### src/design/vector_cpu_instruction_variant_decoder_unit_assert.svh
// Assertion macros for the variant decoder.
`ifndef VECTOR_CPU_INSTRUCTION_VARIANT_DECODER_UNIT_ASSERT_SVH
`define VECTOR_CPU_INSTRUCTION_VARIANT_DECODER_UNIT_ASSERT_SVH

// Clocked property, disabled while reset is high.
`define VCIVD_ASSERT(label, prop, msg) \
  label: assert property (@(posedge clk) disable iff (rst) (prop)) else $error(msg);

// Clocked property that also holds during reset.
`define VCIVD_ASSERT_ALWAYS(label, prop, msg) \
  label: assert property (@(posedge clk) (prop)) else $error(msg);

`endif

### src/design/vcivd_pkg.sv
package vcivd_pkg;

  localparam int unsigned PARCEL_W  = 16;
  localparam int unsigned VARIANT_W = 9;
  localparam int unsigned OPCODE_W  = 7;
  localparam int unsigned FIELD_W   = 3;
  localparam int unsigned OFFSET_W  = 5;

  localparam logic [VARIANT_W-1:0] VARIANT_MAX = 9'd298;
  localparam logic [2:0] LEN_ONE_PARCEL = 3'd2;
  localparam logic [2:0] LEN_TWO_PARCEL = 3'd4;

  typedef logic [VARIANT_W-1:0] variant_t;
  typedef logic [OPCODE_W-1:0]  opcode_t;
  typedef logic [FIELD_W-1:0]   field_t;
  typedef logic [PARCEL_W-1:0]  parcel_t;
  typedef logic [OFFSET_W-1:0]  offset_t;

  typedef struct packed {
    opcode_t op;
    field_t  i;
    field_t  j;
    field_t  k;
    logic    extra;
    parcel_t other;
  } fields_t;

  // Sub-decode group base per opcode; zero means the opcode is the variant.
  localparam variant_t GROUP_BASE [128] = '{
    9'o000, 9'o200, 9'o222, 9'o233, 9'o000, 9'o000, 9'o000, 9'o000,
    9'o240, 9'o242, 9'o244, 9'o246, 9'o250, 9'o252, 9'o254, 9'o256,
    9'o000, 9'o000, 9'o000, 9'o260, 9'o000, 9'o000, 9'o262, 9'o265,
    9'o267, 9'o272, 9'o000, 9'o276, 9'o000, 9'o000, 9'o000, 9'o000,
    9'o000, 9'o000, 9'o301, 9'o304, 9'o306, 9'o311, 9'o313, 9'o316,
    9'o323, 9'o325, 9'o000, 9'o000, 9'o000, 9'o000, 9'o332, 9'o335,
    9'o000, 9'o340, 9'o342, 9'o344, 9'o000, 9'o000, 9'o000, 9'o000,
    9'o000, 9'o346, 9'o356, 9'o361, 9'o000, 9'o000, 9'o000, 9'o370,
    9'o372, 9'o372, 9'o372, 9'o372, 9'o372, 9'o372, 9'o372, 9'o372,
    9'o375, 9'o375, 9'o375, 9'o375, 9'o375, 9'o375, 9'o375, 9'o375,
    9'o400, 9'o400, 9'o400, 9'o400, 9'o400, 9'o400, 9'o400, 9'o400,
    9'o403, 9'o403, 9'o403, 9'o403, 9'o403, 9'o403, 9'o403, 9'o403,
    9'o000, 9'o000, 9'o406, 9'o000, 9'o000, 9'o410, 9'o412, 9'o000,
    9'o414, 9'o416, 9'o420, 9'o422, 9'o000, 9'o000, 9'o424, 9'o000,
    9'o000, 9'o000, 9'o000, 9'o000, 9'o000, 9'o000, 9'o000, 9'o000,
    9'o426, 9'o000, 9'o430, 9'o000, 9'o432, 9'o435, 9'o445, 9'o450
  };

  function automatic logic is_two_parcel(opcode_t op);
    return (op == 7'o006) || (op == 7'o007) ||
           ((op >= 7'o010) && (op <= 7'o021)) ||
           (op == 7'o040) || (op == 7'o041) ||
           ((op >= 7'o100) && (op <= 7'o137));
  endfunction

endpackage

### src/design/vector_cpu_instruction_variant_decoder_unit.sv
// Channel   Handshake                     Payload
// parcel    parcel_valid / parcel_ready   first_parcel, second_parcel
// result    result_valid / result_ready   variant_index .. operand_word
//
// Three register stages: field split and group table lookup, rule offset,
// base add into the output register. One transaction per cycle sustained
// while result_ready holds. Reset clears the stage valid bits only. A stall
// on the result side backs up stage by stage; each stage refills as soon as
// the one after it moves, so nothing is dropped or repeated.
`include "vector_cpu_instruction_variant_decoder_unit_assert.svh"

module vector_cpu_instruction_variant_decoder_unit (
  input  logic                               clk,
  input  logic                               rst,
  input  logic                               parcel_valid,
  output logic                               parcel_ready,
  input  logic [vcivd_pkg::PARCEL_W-1:0]     first_parcel,
  input  logic [vcivd_pkg::PARCEL_W-1:0]     second_parcel,
  output logic                               result_valid,
  input  logic                               result_ready,
  output logic [vcivd_pkg::VARIANT_W-1:0]    variant_index,
  output logic                               extra_parcels,
  output logic [2:0]                         length_units,
  output logic [vcivd_pkg::OPCODE_W-1:0]     opcode_field,
  output logic [vcivd_pkg::FIELD_W-1:0]      h_field,
  output logic [vcivd_pkg::FIELD_W-1:0]      i_field,
  output logic [vcivd_pkg::FIELD_W-1:0]      j_field,
  output logic [vcivd_pkg::FIELD_W-1:0]      k_field,
  output logic [vcivd_pkg::PARCEL_W-1:0]     operand_word
);

  function automatic vcivd_pkg::offset_t rule_offset(
    vcivd_pkg::variant_t b, vcivd_pkg::field_t h, vcivd_pkg::field_t i,
    vcivd_pkg::field_t j, vcivd_pkg::field_t k, logic other_zero);
    vcivd_pkg::offset_t jo;
    vcivd_pkg::offset_t ko;
    vcivd_pkg::offset_t io;
    vcivd_pkg::offset_t r;
    jo = {2'b00, j};
    ko = {2'b00, k};
    io = {2'b00, i};
    r  = '0;
    case (b)
      9'o200: begin
        case (i)
          3'd1: r = 5'd1;
          3'd2: r = (k == 3'd0) ? 5'd2 : 5'd3;
          3'd3: r = 5'd4;
          3'd4: begin
            if (k == 3'd0) r = (j == 3'd2) ? 5'd7 : 5'd5;
            else if (k == 3'd1) r = 5'd6;
            else if (k inside {[3'd3:3'd7]}) r = 5'd5 + ko;
          end
          3'd5: r = (k == 3'd0) ? 5'd13 : 5'd14 + jo;
          default: r = '0;
        endcase
      end
      9'o222: r = (k != 3'd0) ? 5'd0 : 5'd1 + io;
      9'o233: begin
        case (i)
          3'd0: r = (j != 3'd0) ? 5'd0 : 5'd1;
          3'd4: r = 5'd2;
          3'd6: r = 5'd3;
          3'd7: r = 5'd4;
          default: r = '0;
        endcase
      end
      9'o240, 9'o242, 9'o244, 9'o246, 9'o250, 9'o252, 9'o254, 9'o256:
        r = {4'd0, i[2]};
      9'o260: r = (k == 3'd1) ? 5'd1 : 5'd0;
      9'o262: begin
        if (k == 3'd1) r = 5'd1;
        else if (k == 3'd7) r = 5'd2;
      end
      9'o265: r = (k == 3'd7) ? 5'd1 : 5'd0;
      9'o267: r = ((j == 3'd0) ? 5'd1 : 5'd0) + ((k == 3'd0) ? 5'd2 : 5'd0);
      9'o332, 9'o335:
        r = ((j == 3'd0) ? 5'd2 : 5'd0) + ((k == 3'd0) ? 5'd1 : 5'd0);
      9'o272: begin
        if (j == 3'd0) r = (k == 3'd0) ? 5'd1 : 5'd2;
        else r = (k == 3'd0) ? 5'd3 : 5'd0;
      end
      9'o276: begin
        if (j != 3'd0) r = (k == 3'd0) ? 5'd1 : 5'd2;
      end
      9'o301: begin
        if ((j == 3'd0) && (k == 3'd0)) r = 5'd2;
        else if ((j == 3'd7) && (k == 3'd7)) r = 5'd1;
      end
      9'o304: r = ((j == 3'd0) && (k == 3'd0)) ? 5'd1 : 5'd0;
      9'o306, 9'o313: begin
        if (k == 3'd0) r = (j == 3'd0) ? 5'd1 : 5'd2;
      end
      9'o311, 9'o323, 9'o414, 9'o416, 9'o420, 9'o422:
        r = (k == 3'd0) ? 5'd1 : 5'd0;
      9'o316, 9'o325: begin
        if (k == 3'd0) r = (j == 3'd0) ? 5'd4 : 5'd3;
        else r = (j == 3'd0) ? 5'd1 : 5'd0;
      end
      9'o340, 9'o342, 9'o344, 9'o370, 9'o406, 9'o412, 9'o424, 9'o426, 9'o430:
        r = (j == 3'd0) ? 5'd1 : 5'd0;
      9'o346: r = jo;
      9'o356: begin
        if (k == 3'd2) r = 5'd1;
        else if (k == 3'd3) r = 5'd2;
      end
      9'o361: begin
        if (k == 3'd1) r = 5'd1 + jo;
        else if (k == 3'd2) r = 5'd5;
        else if (k == 3'd3) r = 5'd6;
      end
      9'o372, 9'o375, 9'o400, 9'o403: begin
        if (h == 3'd0) r = 5'd1;
        else if ((j == 3'd0) && (k == 3'd0) && other_zero) r = 5'd2;
      end
      9'o410: r = (j == k) ? 5'd1 : 5'd0;
      9'o432, 9'o435: r = ko;
      9'o445: begin
        if (j == 3'd1) r = 5'd2;
        else r = (k == 3'd0) ? 5'd1 : 5'd0;
      end
      9'o450: begin
        if (i == 3'd1) r = 5'd2;
        else r = (k == 3'd0) ? 5'd1 : 5'd0;
      end
      default: r = '0;
    endcase
    return r;
  endfunction

  logic ready1;
  logic ready2;
  logic ready3;

  logic                v1;
  vcivd_pkg::fields_t  f1;
  vcivd_pkg::variant_t base1;

  logic                v2;
  vcivd_pkg::fields_t  f2;
  vcivd_pkg::variant_t base2;
  vcivd_pkg::offset_t  off2;

  logic                v3;
  vcivd_pkg::fields_t  f3;
  vcivd_pkg::variant_t variant3;

  vcivd_pkg::fields_t  f1_next;
  vcivd_pkg::variant_t variant3_next;

  assign ready3 = !v3 || result_ready;
  assign ready2 = !v2 || ready3;
  assign ready1 = !v1 || ready2;
  assign parcel_ready = ready1;

  always_comb begin
    f1_next.op    = first_parcel[15:9];
    f1_next.i     = first_parcel[8:6];
    f1_next.j     = first_parcel[5:3];
    f1_next.k     = first_parcel[2:0];
    f1_next.extra = vcivd_pkg::is_two_parcel(first_parcel[15:9]);
    f1_next.other = f1_next.extra ? second_parcel : '0;
  end

  always_comb begin
    if (base2 == '0) begin
      variant3_next = {2'b00, f2.op};
    end else begin
      variant3_next = base2 + {4'd0, off2};
    end
  end

  always_ff @(posedge clk) begin
    if (rst) begin
      v1 <= 1'b0;
      v2 <= 1'b0;
      v3 <= 1'b0;
    end else begin
      if (ready1) v1 <= parcel_valid;
      if (ready2) v2 <= v1;
      if (ready3) v3 <= v2;
    end
  end

  always_ff @(posedge clk) begin
    if (ready1 && parcel_valid) begin
      f1    <= f1_next;
      base1 <= vcivd_pkg::GROUP_BASE[first_parcel[15:9]];
    end
    if (ready2 && v1) begin
      f2    <= f1;
      base2 <= base1;
      off2  <= rule_offset(base1, f1.op[2:0], f1.i, f1.j, f1.k, f1.other == '0);
    end
    if (ready3 && v2) begin
      f3       <= f2;
      variant3 <= variant3_next;
    end
  end

  assign result_valid  = v3;
  assign variant_index = variant3;
  assign extra_parcels = f3.extra;
  assign length_units  = f3.extra ? vcivd_pkg::LEN_TWO_PARCEL : vcivd_pkg::LEN_ONE_PARCEL;
  assign opcode_field  = f3.op;
  assign h_field       = f3.op[2:0];
  assign i_field       = f3.i;
  assign j_field       = f3.j;
  assign k_field       = f3.k;
  assign operand_word  = f3.other;

  `VCIVD_ASSERT(a_accept_fills, parcel_valid && parcel_ready |=> v1, "accepted transaction lost")
  `VCIVD_ASSERT(a_variant_range, result_valid |-> variant_index <= vcivd_pkg::VARIANT_MAX, "variant out of range")
  `VCIVD_ASSERT(a_one_parcel_operand, result_valid && !extra_parcels |-> operand_word == '0, "operand on one-parcel op")
  `VCIVD_ASSERT(a_stall_holds, v3 && !result_ready |=> v3 && $stable(variant3), "stalled result changed")
  `VCIVD_ASSERT_ALWAYS(a_reset_empty, rst |=> !v1 && !v2 && !v3, "pipeline not empty after reset")

endmodule
### config.mk
export PLATFORM = sky130hd
export DESIGN_NAME = vector_cpu_instruction_variant_decoder_unit
export DESIGN_NICKNAME = d
export VERILOG_FILES = /design/src/design/vcivd_pkg.sv /design/src/design/vector_cpu_instruction_variant_decoder_unit.sv
export VERILOG_INCLUDE_DIRS = /design/src /design/src/design
export SDC_FILE = /design/constraint.sdc
export NUM_CORES = 1
export LEC_CHECK = 0
export BUFFER_PORTS_ARGS = -buffer_cell sky130_fd_sc_hd__buf_2
export CORE_ASPECT_RATIO = 1.2
export CORE_MARGIN = 2
export CORE_UTILIZATION = 43
export CTS_CLUSTER_DIAMETER = 60
export DETAILED_ROUTE_END_ITERATION = 8
export PLACE_DENSITY_LB_ADDON = 0.08
export SLEW_MARGIN = 10
export SYNTH_ARGS = -nofsm -noshare
export SYNTH_HDL_FRONTEND = slang
export SYNTH_SLANG_ARGS = --single-unit
### constraint.sdc
create_clock -name clk -period 11.5 [get_ports clk]
set_clock_uncertainty 0.05 [all_clocks]
set_input_delay 0.575 -clock clk [delete_from_list [all_inputs] [get_ports clk]]
set_output_delay 0.575 -clock clk [all_outputs]
set_load 0.01 [all_outputs]
==> out/metrics.cfg <==
[sta]
period_share_pct=28.3
worstMarginPinSlew_ns=1.17
hold_violations=0
finalSetupViolations=0
fmax_ghz=0.307
maxSlewViolCount=0
maxSlewHeadroom_pct=21.8
period_needed_ns=3.25
setup_tns_ns=0
rsz0062_at_grt=no

[critical_path]
start_kind=flip-flop
crit_arrival_ns=3.36
reg2reg_to=off2[0]
path_class=flip-flop to flip-flop
ff2ff_setup_slack_ns=8.25
crit_path_frequent_cell=ha_1
slowest_delay_ns=0.55
crit_required_ns=11.61
crit_end=off2[0]
crit_fanout=9
slowest_stage=or4_1
rr_worst_depth=11
crit_start=f1[17]
crit_chain=inv_1 -> ha_1 -> nand2b_1 -> inv_2 -> ha_1 -> and3b_1 -> nand4b_1 -> nand3_1 -> nor4_2 -> nand4_1 -> or4_1
end_kind=flip-flop
rr_startpoint=f1[17]

[clock_network]
post_cts_resized=0
htreeDepth=4
cts_buffers=17
clock_path_buffers=2
holdBufCountCts=0
clock-sinks=134
cts_tree=built
clk_pin_slew_ns=0.06
clk_latency_ns=0.42
root_buffer=clkbuf_16
postCtsSetupBuffers=0

[synthesis]
syn_avg_cell_area_um2=11.6
ys_ff_latch=134
syn-num-nets=683
synth_top_cell_area_share_pct=55.9
synth_area_leaders=edfxtp_1 (56%), ha_1 (6.9%), a21oi_1 (3.1%)
synth_edf_count=131
ys_types=72
yosysMostFrequentCell=edfxtp_1
yosysTopAreaCell=edfxtp_1
synthTopCellsByCount=edfxtp_1 (131), a21oi_1 (44), ha_1 (39), nand2_1 (37), o21ai_0 (36)
async_flop_share_pct=0
ys.warnings.count=0
syn_area_um2=7040
syn_inst=607
ys_seq_area_share_pct=56.8
yosys_most_used_dff=edfxtp_1

[power_and_ir_drop]
power_density_nw_per_um2=153
p_leak_nw=3.06
ir_drop_uv=103

[detailed_routing]
drt-total-wl_um=16500
wl_per_cell_um=18.2
via_per_inst=5.56
wl_met3_um=760
drt_iter0_drc=383
postRouteAntennaNets=0
drc=0
dr.pass1.iters=5
met1_length_um=7180
dr.max_layer_used=met4
wl_met2_um=8210
vias=5029

[finish]
num-nets-final=755
antennaDiodeCount=0
drive_above_1_share_pct=19.8
area_delta_synth_final_pct=16.4
final_area_um2=8190

[die]
ios=86
die_area_um2=17400
fp.dieW_um=121
die_h_um=144
num_rows=51
core_um2=16100
start_util_pct=43.6

[run_status]
status=complete, no violations

[global_route]
grt_pass1_wl_um=26000
grt_overflow_total=0
grt_pass1_vias=4945
antenna_found_initial=0
grt.total_usage_pct=19.6
grt_max_degree=48

[run]
cap_viol_max_count=0

[place]
dpl-instance-area_um2=7610
io_buffer_count=84
gp_congestion=0.901
hpwl_um=11600

[hold_path]
hp-class=input port to flip-flop

[metrics by stage]
stage          cells  hold slack [ns]  utilization [%]  setup WS (ns)  power [mW]
3_5_place_dp     872            0.355             47.1           8.10       0.739
6_report         904            0.271             50.7           8.25        1.25
5_1_grt          904            0.260             50.7           8.08        1.31
3_3_place_gp     872            0.351             47.1           8.18       0.737
4_1_cts          904            0.251             50.7           8.26        1.27
2_1_floorplan    607            0.350                -           6.81       0.693
[cell usage in the layout (no fill, tap or decap), drive strengths merged, types with 7 or more instances in the layout]
cell and count:
xnor2 7, a31oi 9, inv 37, nand2 37, nand4 10, nor3 10, nor4 11, nor2 35
clkbuf 17, nor2b 11, nand2b 16, edfxtp 131, a21oi 44, and2 18, buf 89, nand3 21
ha 39, o21ai 37
[cells by family after synthesis]
kind of cell	synth area share (%)
AOI/OAI and AO/OA	13.1
xor gates and xnor gates	1.37
muxes	1.07
DFF	56.8
other	0.0533
adders and majority gates	7.22
and+or+nand+nor	16.3
buffers and inverters	4.16
[worst max-delay path: cells and delay by family, from the launching register on]
family / cells / cell delay (ns)
and+or+nand+nor: 7 / 1.49
buffers and inverters: 2 / 0.42
DFF: 1 / 0.54
adders and majority gates: 2 / 0.49
[final cells by class]
class,instances,area (um^2)
Timing Repair Buffer,89,458
Clock inverter,15,158
Clock buffer,17,425
Multi-Input combinational cell,408,2780
Sequential cell,134,3990
Inverter,29,109
Tap cell,212,265
Fill cell,1467,7950
[how the worst min path moves through the flow]
stage / start / to / slack (ns) / depth (start not counted)
global route: first_parcel[4] / f1[21] / 0.26 / 1
finish: first_parcel[5] / f1[22] / 0.27 / 1
floorplan: f2[16] / extra_parcels / 0.35 / 0
detailed placement: f2[16] / extra_parcels / 0.35 / 0
global placement: f2[4] / operand_word[4] / 0.35 / 0
CTS: first_parcel[5] / f1[22] / 0.25 / 1
[state kept, by name (all words and copies together), names as in the netlist]
register and cells:
extra_parcels 1, variant_index 9, result_valid 1, i_field 3, base2 9, opcode_field 7
operand_word 16, k_field 3, base1 9, v1 1, f1 33, f2 33
off2 5, j_field 3, v2 1
[metal layers]
metal / track usage [%] / vias up
met4: 7.22 / 0
met5: 0 / -
met1: 25.0 / 2417
met3: 4.53 / 29
li1: - / 2435
met2: 32.8 / 148
[power by group]
part	total, mW	internal [mW]	switching, mW
registers	0.603	0.572	0.0309
logic	0.126	0.0500	0.0756
clock network	0.527	0.290	0.237
Power figures use the tool's default switching activity.
